File: src/rtl/core/jsu_pkg.sv
// ----------------------------------------------------------------------------
// jsu_pkg
// Shared types and constants for the JSON string unescaper.
// ----------------------------------------------------------------------------
package jsu_pkg;

	localparam int unsigned QUEUE_DEPTH = 4;

	localparam logic [7:0] CH_QUOTE = 8'h22;
	localparam logic [7:0] CH_BSLASH = 8'h5C;
	localparam logic [7:0] CH_B = 8'h62;
	localparam logic [7:0] CH_F = 8'h66;
	localparam logic [7:0] CH_N = 8'h6E;
	localparam logic [7:0] CH_R = 8'h72;
	localparam logic [7:0] CH_T = 8'h74;
	localparam logic [7:0] CH_U = 8'h75;
	localparam logic [7:0] CH_X = 8'h78;

	localparam logic [5:0] HI_SURR_TAG = 6'b110110;
	localparam logic [5:0] LO_SURR_TAG = 6'b110111;
	localparam logic [20:0] SUPP_BASE = 21'h10000;

	typedef enum logic [1:0] {
		KIND_DATA  = 2'd0,
		KIND_DONE  = 2'd1,
		KIND_ERROR = 2'd2
	} kind_t;

	typedef enum logic [2:0] {
		ERR_NONE      = 3'd0,
		ERR_QUOTE     = 3'd1,
		ERR_EARLY_END = 3'd2,
		ERR_X_HEX     = 3'd3,
		ERR_U_HEX     = 3'd4,
		ERR_PAIR      = 3'd5,
		ERR_ESCAPE    = 3'd6
	} err_t;

	typedef enum logic [1:0] {
		JOB_RAW    = 2'd0,
		JOB_CP     = 2'd1,
		JOB_STATUS = 2'd2
	} job_type_t;

	typedef struct packed {
		logic [7:0] in_byte;
		logic       in_last;
	} in_t;

	typedef struct packed {
		logic [7:0] out_byte;
		logic [1:0] out_kind;
		logic [2:0] error_code;
		logic       out_last;
	} out_t;

	// Work handed from the classifier to the emitter.
	typedef struct packed {
		job_type_t   jtype;
		logic [20:0] value;
		kind_t       kind;
		err_t        code;
	} job_t;

endpackage

File: src/rtl/core/json_string_unescape.sv
// ----------------------------------------------------------------------------
// json_string_unescape
// Unescapes one quoted JSON string per in_last-delimited run of bytes.
// ----------------------------------------------------------------------------
// Input channel: in_valid/in_ready with in_data (byte, last flag), one byte
// per item, quotes included. Output channel: out_valid/out_ready with
// out_data (byte, kind, error code, last flag).
// Each input byte yields zero to four results: a plain or simple-escaped
// byte gives one, \u code points give 1 to 4 UTF-8 bytes, the final byte
// gives a done or error status, and only the first error of a string is
// reported; the rest of that string is dropped.
// Throughput: one input byte per cycle while the job queue has room; the
// emitter sends one result per cycle while the receiver takes them, so a
// multi-byte code point holds the emitter until all its UTF-8 bytes are
// sent and the queue (QUEUE_DEPTH jobs) absorbs the burst. A byte's job is
// written into the queue; its results then pass the output register.
// Reset clears the parser to expect an opening quote and empties the queue
// and output register. When the receiver stalls, the output item holds,
// the queue fills and in_ready drops once it is full.
// ----------------------------------------------------------------------------
module json_string_unescape #(
	parameter int unsigned QUEUE_DEPTH = jsu_pkg::QUEUE_DEPTH
) (
	input  logic          clk,
	input  logic          arst_n,
	input  logic          in_valid,
	output logic          in_ready,
	input  jsu_pkg::in_t  in_data,
	output logic          out_valid,
	input  logic          out_ready,
	output jsu_pkg::out_t out_data
);

	logic          q_full, push, pop, head_valid;
	jsu_pkg::job_t push_job, head_job;

	jsu_front u_front (
		.clk      (clk),
		.arst_n   (arst_n),
		.in_valid (in_valid),
		.in_ready (in_ready),
		.in_data  (in_data),
		.q_full   (q_full),
		.push     (push),
		.push_job (push_job)
	);

	jsu_queue #(
		.DEPTH (QUEUE_DEPTH)
	) u_queue (
		.clk        (clk),
		.arst_n     (arst_n),
		.push       (push),
		.push_job   (push_job),
		.full       (q_full),
		.pop        (pop),
		.head_valid (head_valid),
		.head_job   (head_job)
	);

	jsu_back u_back (
		.clk        (clk),
		.arst_n     (arst_n),
		.head_valid (head_valid),
		.head_job   (head_job),
		.pop        (pop),
		.out_valid  (out_valid),
		.out_ready  (out_ready),
		.out_data   (out_data)
	);

endmodule

File: src/rtl/core/jsu_front.sv
// ----------------------------------------------------------------------------
// jsu_front
// Escape parser: tracks the string phase and turns each byte into at most
// one job (raw byte, code point or status) for the emitter.
// ----------------------------------------------------------------------------
module jsu_front (
	input  logic           clk,
	input  logic           arst_n,
	input  logic           in_valid,
	output logic           in_ready,
	input  jsu_pkg::in_t   in_data,
	input  logic           q_full,
	output logic           push,
	output jsu_pkg::job_t  push_job
);

	typedef enum logic [8:0] {
		ST_START   = 9'b000000001,
		ST_BODY    = 9'b000000010,
		ST_ESC     = 9'b000000100,
		ST_XHEX    = 9'b000001000,
		ST_UHEX    = 9'b000010000,
		ST_PAIR_BS = 9'b000100000,
		ST_PAIR_U  = 9'b001000000,
		ST_LHEX    = 9'b010000000,
		ST_DROP    = 9'b100000000
	} state_t;

	state_t      st_q, st_d;
	logic [1:0]  dig_q, dig_d;
	logic        bad_q, bad_d;
	logic [15:0] acc_q, acc_d;
	logic [9:0]  hs_q, hs_d;

	logic        accept;
	logic        hv_ok;
	logic [3:0]  hv;
	logic [15:0] acc_sh;
	logic [7:0]  b;
	logic        has_job;
	jsu_pkg::job_t job;

	function automatic jsu_pkg::job_t status_job(jsu_pkg::kind_t k, jsu_pkg::err_t c);
		jsu_pkg::job_t j;
		j = '0;
		j.jtype = jsu_pkg::JOB_STATUS;
		j.kind = k;
		j.code = c;
		return j;
	endfunction

	function automatic jsu_pkg::job_t data_job(jsu_pkg::job_type_t t, logic [20:0] v);
		jsu_pkg::job_t j;
		j = '0;
		j.jtype = t;
		j.value = v;
		j.kind = jsu_pkg::KIND_DATA;
		j.code = jsu_pkg::ERR_NONE;
		return j;
	endfunction

	assign b = in_data.in_byte;
	assign in_ready = !q_full;
	assign accept = in_valid && in_ready;

	always_comb begin
		hv_ok = 1'b1;
		hv = '0;
		if (b inside {[8'h30:8'h39]}) begin
			hv = b[3:0];
		end else if (b inside {[8'h61:8'h66], [8'h41:8'h46]}) begin
			hv = 4'(b[3:0] + 4'd9);
		end else begin
			hv_ok = 1'b0;
		end
	end

	assign acc_sh = {acc_q[11:0], hv};

	always_comb begin
		st_d = st_q;
		dig_d = dig_q;
		bad_d = bad_q;
		acc_d = acc_q;
		hs_d = hs_q;
		has_job = 1'b0;
		job = '0;
		if (in_data.in_last) begin
			st_d = ST_START;
			dig_d = '0;
			bad_d = 1'b0;
			if (st_q != ST_DROP) begin
				has_job = 1'b1;
				if (st_q == ST_START || b != jsu_pkg::CH_QUOTE) begin
					job = status_job(jsu_pkg::KIND_ERROR, jsu_pkg::ERR_QUOTE);
				end else if (st_q == ST_BODY) begin
					job = status_job(jsu_pkg::KIND_DONE, jsu_pkg::ERR_NONE);
				end else begin
					job = status_job(jsu_pkg::KIND_ERROR, jsu_pkg::ERR_EARLY_END);
				end
			end
		end else begin
			case (st_q)
				ST_START: begin
					if (b == jsu_pkg::CH_QUOTE) begin
						st_d = ST_BODY;
					end else begin
						has_job = 1'b1;
						job = status_job(jsu_pkg::KIND_ERROR, jsu_pkg::ERR_QUOTE);
						st_d = ST_DROP;
					end
				end
				ST_BODY: begin
					if (b == jsu_pkg::CH_BSLASH) begin
						st_d = ST_ESC;
					end else begin
						has_job = 1'b1;
						job = data_job(jsu_pkg::JOB_RAW, 21'(b));
					end
				end
				ST_ESC: begin
					st_d = ST_BODY;
					dig_d = '0;
					bad_d = 1'b0;
					has_job = 1'b1;
					case (b)
						jsu_pkg::CH_BSLASH: job = data_job(jsu_pkg::JOB_RAW, 21'(jsu_pkg::CH_BSLASH));
						jsu_pkg::CH_QUOTE:  job = data_job(jsu_pkg::JOB_RAW, 21'(jsu_pkg::CH_QUOTE));
						jsu_pkg::CH_B:      job = data_job(jsu_pkg::JOB_RAW, 21'h08);
						jsu_pkg::CH_F:      job = data_job(jsu_pkg::JOB_RAW, 21'h0C);
						jsu_pkg::CH_N:      job = data_job(jsu_pkg::JOB_RAW, 21'h0A);
						jsu_pkg::CH_R:      job = data_job(jsu_pkg::JOB_RAW, 21'h0D);
						jsu_pkg::CH_T:      job = data_job(jsu_pkg::JOB_RAW, 21'h09);
						jsu_pkg::CH_X: begin
							has_job = 1'b0;
							st_d = ST_XHEX;
						end
						jsu_pkg::CH_U: begin
							has_job = 1'b0;
							st_d = ST_UHEX;
						end
						default: begin
							job = status_job(jsu_pkg::KIND_ERROR, jsu_pkg::ERR_ESCAPE);
							st_d = ST_DROP;
						end
					endcase
				end
				ST_XHEX: begin
					if (dig_q == 2'd0) begin
						acc_d = acc_sh;
						bad_d = !hv_ok;
						dig_d = 2'd1;
					end else begin
						has_job = 1'b1;
						if (bad_q || !hv_ok) begin
							job = status_job(jsu_pkg::KIND_ERROR, jsu_pkg::ERR_X_HEX);
							st_d = ST_DROP;
						end else begin
							job = data_job(jsu_pkg::JOB_RAW, 21'(acc_sh[7:0]));
							st_d = ST_BODY;
						end
					end
				end
				ST_UHEX, ST_LHEX: begin
					acc_d = acc_sh;
					if (dig_q != 2'd3) begin
						// a bad digit still uses up the remaining digit slots
						dig_d = 2'(dig_q + 2'd1);
						bad_d = bad_q || !hv_ok;
					end else if (bad_q || !hv_ok) begin
						has_job = 1'b1;
						job = status_job(jsu_pkg::KIND_ERROR, jsu_pkg::ERR_U_HEX);
						st_d = ST_DROP;
					end else if (st_q == ST_UHEX) begin
						if (acc_sh[15:10] == jsu_pkg::HI_SURR_TAG) begin
							hs_d = acc_sh[9:0];
							bad_d = 1'b0;
							st_d = ST_PAIR_BS;
						end else begin
							has_job = 1'b1;
							job = data_job(jsu_pkg::JOB_CP, 21'(acc_sh));
							st_d = ST_BODY;
						end
					end else begin
						has_job = 1'b1;
						if (acc_sh[15:10] == jsu_pkg::LO_SURR_TAG) begin
							job = data_job(jsu_pkg::JOB_CP,
								21'({hs_q, acc_sh[9:0]}) + jsu_pkg::SUPP_BASE);
							st_d = ST_BODY;
						end else begin
							job = status_job(jsu_pkg::KIND_ERROR, jsu_pkg::ERR_ESCAPE);
							st_d = ST_DROP;
						end
					end
				end
				ST_PAIR_BS: begin
					bad_d = (b != jsu_pkg::CH_BSLASH);
					st_d = ST_PAIR_U;
				end
				ST_PAIR_U: begin
					if (bad_q || b != jsu_pkg::CH_U) begin
						has_job = 1'b1;
						job = status_job(jsu_pkg::KIND_ERROR, jsu_pkg::ERR_PAIR);
						st_d = ST_DROP;
					end else begin
						dig_d = '0;
						bad_d = 1'b0;
						st_d = ST_LHEX;
					end
				end
				ST_DROP: begin
				end
				default: st_d = ST_START;
			endcase
		end
	end

	assign push = accept && has_job;
	assign push_job = job;

	always_ff @(posedge clk or negedge arst_n) begin
		if (!arst_n) begin
			st_q <= ST_START;
			dig_q <= '0;
			bad_q <= 1'b0;
		end else if (accept) begin
			st_q <= st_d;
			dig_q <= dig_d;
			bad_q <= bad_d;
		end
	end

	always_ff @(posedge clk) begin
		if (accept) begin
			acc_q <= acc_d;
			hs_q <= hs_d;
		end
	end

endmodule

File: src/rtl/core/jsu_queue.sv
// ----------------------------------------------------------------------------
// jsu_queue
// Small circular job queue between parser and emitter.
// ----------------------------------------------------------------------------
module jsu_queue #(
	parameter int unsigned DEPTH = jsu_pkg::QUEUE_DEPTH
) (
	input  logic           clk,
	input  logic           arst_n,
	input  logic           push,
	input  jsu_pkg::job_t  push_job,
	output logic           full,
	input  logic           pop,
	output logic           head_valid,
	output jsu_pkg::job_t  head_job
);

	localparam int unsigned PTR_W = (DEPTH > 1) ? $clog2(DEPTH) : 1;
	localparam int unsigned CNT_W = $clog2(DEPTH + 1);

	jsu_pkg::job_t          slots_q [DEPTH];
	logic [PTR_W-1:0]       wr_ptr_q, rd_ptr_q;
	logic [CNT_W-1:0]       cnt_q;
	logic                   do_push, do_pop;

	function automatic logic [PTR_W-1:0] ptr_inc(logic [PTR_W-1:0] p);
		return (p == PTR_W'(DEPTH - 1)) ? '0 : PTR_W'(p + 1'b1);
	endfunction

	assign full = (cnt_q == CNT_W'(DEPTH));
	assign head_valid = (cnt_q != '0);
	assign head_job = slots_q[rd_ptr_q];
	assign do_push = push && !full;
	assign do_pop = pop && head_valid;

	always_ff @(posedge clk or negedge arst_n) begin
		if (!arst_n) begin
			wr_ptr_q <= '0;
			rd_ptr_q <= '0;
			cnt_q <= '0;
		end else begin
			if (do_push) wr_ptr_q <= ptr_inc(wr_ptr_q);
			if (do_pop) rd_ptr_q <= ptr_inc(rd_ptr_q);
			if (do_push && !do_pop) begin
				cnt_q <= CNT_W'(cnt_q + 1'b1);
			end else if (do_pop && !do_push) begin
				cnt_q <= CNT_W'(cnt_q - 1'b1);
			end
		end
	end

	always_ff @(posedge clk) begin
		if (do_push) slots_q[wr_ptr_q] <= push_job;
	end

endmodule

File: src/rtl/core/jsu_back.sv
// ----------------------------------------------------------------------------
// jsu_back
// Emitter: expands the head job into one to four result items (UTF-8 bytes
// for a code point) and drives the registered output.
// ----------------------------------------------------------------------------
module jsu_back (
	input  logic           clk,
	input  logic           arst_n,
	input  logic           head_valid,
	input  jsu_pkg::job_t  head_job,
	output logic           pop,
	output logic           out_valid,
	input  logic           out_ready,
	output jsu_pkg::out_t  out_data
);

	logic [1:0]       idx_q;
	logic [1:0]       nm1;
	logic [3:0][7:0]  pcs;
	logic [20:0]      cp;
	logic             piece_last;
	logic             adv;
	logic             out_valid_q;
	jsu_pkg::out_t    out_q;
	jsu_pkg::out_t    piece;

	assign cp = head_job.value;

	always_comb begin
		pcs = '0;
		nm1 = 2'd0;
		case (head_job.jtype)
			jsu_pkg::JOB_CP: begin
				if (cp[20:7] == '0) begin
					pcs[0] = {1'b0, cp[6:0]};
				end else if (cp[20:11] == '0) begin
					nm1 = 2'd1;
					pcs[0] = {3'b110, cp[10:6]};
					pcs[1] = {2'b10, cp[5:0]};
				end else if (cp[20:16] == '0) begin
					nm1 = 2'd2;
					pcs[0] = {4'b1110, cp[15:12]};
					pcs[1] = {2'b10, cp[11:6]};
					pcs[2] = {2'b10, cp[5:0]};
				end else begin
					nm1 = 2'd3;
					pcs[0] = {5'b11110, cp[20:18]};
					pcs[1] = {2'b10, cp[17:12]};
					pcs[2] = {2'b10, cp[11:6]};
					pcs[3] = {2'b10, cp[5:0]};
				end
			end
			jsu_pkg::JOB_RAW: pcs[0] = cp[7:0];
			default: pcs = '0;
		endcase
	end

	assign piece_last = (idx_q == nm1);

	always_comb begin
		piece.out_byte = pcs[idx_q];
		piece.out_kind = head_job.kind;
		piece.error_code = head_job.code;
		piece.out_last = piece_last;
	end

	// output register frees up whenever it is empty or being taken
	assign adv = !out_valid_q || out_ready;
	assign pop = adv && head_valid && piece_last;

	always_ff @(posedge clk or negedge arst_n) begin
		if (!arst_n) begin
			out_valid_q <= 1'b0;
			idx_q <= '0;
		end else if (adv) begin
			out_valid_q <= head_valid;
			if (head_valid) idx_q <= piece_last ? 2'd0 : 2'(idx_q + 2'd1);
		end
	end

	always_ff @(posedge clk) begin
		if (adv && head_valid) out_q <= piece;
	end

	assign out_valid = out_valid_q;
	assign out_data = out_q;

endmodule

File: config.mk
export PLATFORM = sky130hd
export DESIGN_NAME = json_string_unescape
export DESIGN_NICKNAME = d
export VERILOG_FILES = /design/src/rtl/core/jsu_pkg.sv /design/src/rtl/core/json_string_unescape.sv /design/src/rtl/core/jsu_front.sv /design/src/rtl/core/jsu_queue.sv /design/src/rtl/core/jsu_back.sv
export SDC_FILE = /design/constraint.sdc
export NUM_CORES = 1
export LEC_CHECK = 0
export BUFFER_PORTS_ARGS = -buffer_cell sky130_fd_sc_hd__buf_2
export CAP_MARGIN = 20
export CORE_ASPECT_RATIO = 1.4
export CORE_MARGIN = 1
export CORE_UTILIZATION = 54
export DETAILED_ROUTE_END_ITERATION = 12
export HOLD_SLACK_MARGIN = 0.02
export PLACE_DENSITY = 0.81
export SYNTH_ARGS = -nofsm -noshare
export SYNTH_HDL_FRONTEND = slang
export SYNTH_SLANG_ARGS = --single-unit
File: constraint.sdc
create_clock -name clk -period 3.95 [get_ports clk]
set_clock_uncertainty 0.15 [all_clocks]
set_input_delay 0.395 -clock clk [delete_from_list [all_inputs] [get_ports clk]]
set_output_delay 0.395 -clock clk [all_outputs]
set_load 0.005 [all_outputs]
==> impl_metrics.csv <==
group,metric,value,unit
floorplanning,ios,29,
yosys,seq_area_frac_synth,60.32,%
worst_setup_path,cp.required,3880,ps
hold_path,holdCritPathClass,"in2reg",
hold_path,holdPathStages,4,
drt,dr_total_vias,5752,
yosys,synth_edf_count,148,
power_and_ir_drop,p_per_area,659.4,mW/mm2
power_and_ir_drop,power,6.221,mW
yosys,syn_nets,669,
clock_network,cts_buffer_depth,2,
drt,dr.pass1.iters,6,
timing,clock.fmax,256.7,MHz
worst_setup_path,critPathLaunchType,"flop",
yosys,async_reset_ff_share,12.94,%
yosys,synth_most_common_cell,"edfxtp_1",
finish,final_util,62.95,%
yosys,syn-instance-count,642,
placed_design,port_buffers,28,
clock_network,cts_tree,"done",
clock_network,cts.clk_slew.worst_paths,70,ps
placed_design,gp_congestion,0.9713,
finish,final_layout_size_suffix_gt1_share,19.49,%
worst_setup_path,crit_fanout,23,
worst_setup_path,r2r-start,"u_front.st_q[1]$_DFFE_PN0P_",
grt,grt_max_degree,29,
yosys,synth_top_cell_by_area,"edfxtp_1",
worst_setup_path,cpPeakStageDelay,650,ps
drt,wirelength,19.35,mm
drt,via_per_inst,6.391,
finish,synthToLayoutAreaGrowth,13.90,%
clock_network,numCtsBuffers,17,
timing,rsz0062_at_grt,"no",
power_and_ir_drop,ir_worst_vdd,393.7,uV
placed_design,pre_cts_slack,42.99,ps
grt,grt_pass1_wl,30.51,mm
worst_setup_path,timing.rr.end,"u_queue.slots_q[0][6]$_DFFE_PP_",
worst_setup_path,rr_worst_depth,9,
yosys,synth_cell_types,71,
drt,ant_nets,0,
yosys,dominantRegCellSynth,"edfxtp_1",
power_and_ir_drop,leakage,3.368,nW
grt,antenna_found_initial,0,
yosys,syn_avg_cell_area,12.90,um2
timing,hold-worst-slack,79.12,ps
placed_design,placed_area,0.008791,mm2
finish,final_cell_area,0.009434,mm2
drt,post_drt_wl_per_cell,21.50,um
finish,stdcell_count,900,
status,status,"finished, final reports clean",
grt,grt.total_usage,25.52,%
yosys,synth_top_area_share,53.66,%
job,max-cap-violations,0,
drt,drc,0,
yosys,synth_commonest_cells,"edfxtp_1, nand2_1, nor2_1",
placed_design,placedCellCount,866,
drt,drt_iter0_markers,564,
worst_setup_path,end_kind,"flop",
timing,setup_viol,0,
worst_setup_path,cp.arrival,3830,ps
timing,worstMarginPinSlew,696.1,ps
timing,max_slew_margin,53.54,%
grt,first_global_vias,5757,
floorplanning,rows,53,
finish,fill_cells,1134,
finish,fin_nets,722,
timing,min_period_over_period,98.61,%
yosys,yosys_warnings,0,
worst_setup_path,crit_top_cell,"buf_4",
clock_network,cts_sinks,170,
worst_setup_path,path_cells,"or4_1, a2111oi_0, buf_4, o21bai_1, nor4b_1, o22ai_1, buf_4, and2_1, buf_4",
yosys,synth_area,0.008283,mm2
timing,timing.setup.tns,0,ps
clock_network,cts_max_level,4,
worst_setup_path,critPathKind,"reg2reg",
timing,finalHoldViolCount,0,
timing,period_needed,3895,ps
floorplanning,floorplan.die.width,106.7,um
timing,drv_slew,0,
worst_setup_path,regToRegSetupSlack,60,ps
worst_setup_path,critPathSlowestCell,"or4_1",
floorplanning,core,0.01499,mm2
timing,fin_ws,55.08,ps
floorplanning,die_height,148.5,um
finish,antenna_cells,0,
floorplanning,dieArea,0.01584,mm2
clock_network,clk_root_buffer_cell,"clkbuf_16",
hold_path,hold_end,"u_back.out_valid$_DFFE_PN0N_",
floorplanning,start_util,55.27,%
clock_network,clk_latency,420,ps
yosys,netlist_top_cells_area,"edfxtp_1, dfrtp_1, mux4_2, nand2_1, nor2_1",
hold_path,hp-start,"out_ready",
placed_design,hpwlAfterDp,13.61,mm
yosys,ys_seq_elements,170,
grt,grt-ovfl-total,0,
-- kinds of logic (layout without fill, tap and decap cells) --
| group | after synthesis | after routing | synth area share, % |
|---|---|---|---|
| fa+ha+maj | 14 | 14 | 2.205 |
| buf+inv | 47 | 113 | 2.326 |
| mux | 35 | 35 | 8.867 |
| compound gates | 129 | 129 | 10.59 |
| simple gates | 239 | 239 | 14.85 |
| xor+xnor | 8 | 8 | 0.8460 |
| flops | 170 | 170 | 60.32 |
-- cell usage in the layout (no fill, tap or decap), types with 7 or more instances in the layout --
cell	netlist	layout
ha_1	13	12
a21oi_1	29	29
inv_1	17	17
nand2_1	58	58
buf_2	1	28
a31oi_1	11	11
dfrtp_1	21	20
edfxtp_1	148	148
a22o_1	7	7
nor3_1	21	21
and3_1	10	10
nand2b_1	11	11
o31ai_1	10	10
and2_1	11	11
nor2_1	55	55
o21ai_0	23	23
clkbuf_16	0	17
nor4b_1	7	7
mux4_2	22	23
nor2b_1	8	8
buf_4	0	33
nand3_1	19	19
-- per-layer routing --
metal | GRT usage, % | wire length, um
met1 | 30.70 | 7319
met2 | 44.52 | 10510
met3 | 3.462 | 820
met4 | 13.29 | 698
met5 | 0 | 0
-- registers in the layout (all words and copies together) (netlist names) --
| name | flops |
|---|---|
| u_queue.wr_ptr_q | 2 |
| u_front.dig_q | 2 |
| u_front.acc_q | 12 |
| u_queue.cnt_q | 3 |
| u_front.st_q | 9 |
| u_back.out_data | 14 |
| u_front.hs_q | 10 |
| u_back.idx_q | 2 |
| u_queue.rd_ptr_q | 2 |
| u_back.out_valid | 1 |
| u_queue.slots_q | 112 |
| u_front.bad_q | 1 |
-- report_power, final --
part,total [mW],internal (mW),switching [mW]
combinational,2.01,0.841,1.17
sequential,2.54,2.36,0.180
clock,1.67,0.953,0.718
-- timing repair --
item | in CTS | in global routing
hold buffers | 1 | 0
setup endpoints to repair | 0 | 2
endpoints found under the hold margin | 21 | 0
buffers inserted | 0 | 1
resized for setup | 0 | 5
-- worst max-delay path by stage --
stage,start,end,cells after the start
after global placement,u_queue.rd_ptr_q[0]$_DFFE_PN0P_,u_queue.cnt_q[1]$_DFFE_PN0P_,10
after global routing,u_queue.rd_ptr_q[0]$_DFFE_PN0P_,u_queue.cnt_q[1]$_DFFE_PN0P_,11
final,u_front.st_q[1]$_DFFE_PN0P_,u_queue.slots_q[0][6]$_DFFE_PP_,9
after floorplan,u_queue.rd_ptr_q[0]$_DFFE_PN0P_,u_queue.cnt_q[1]$_DFFE_PN0P_,12
after detailed placement,u_queue.rd_ptr_q[0]$_DFFE_PN0P_,u_queue.cnt_q[1]$_DFFE_PN0P_,10
after CTS,u_queue.rd_ptr_q[0]$_DFFE_PN0P_,u_queue.cnt_q[2]$_DFFE_PN0P_,13
-- layout make-up --
| type | instances | area, um2 | area share, % |
|---|---|---|---|
| Sequential cell | 170 | 4997 | 52.97 |
| Timing Repair Buffer | 64 | 429.2 | 4.549 |
| Clock buffer | 19 | 432.9 | 4.589 |
| Multi-Input combinational cell | 425 | 3109 | 32.96 |
| Inverter | 17 | 63.81 | 0.6764 |
| Tap cell | 192 | 240.2 | 2.546 |
| Clock inverter | 13 | 161.4 | 1.711 |
-- critical path: cells and delay by family (launching register included) --
family / cells / cell delay (ps)
buffers and inverters: 3 / 830
AO/OA/AOI/OAI: 3 / 1000
flip-flops: 1 / 440
AND/OR/NAND/NOR: 3 / 1120
Note: power is estimated with default switching activity, not from simulation.
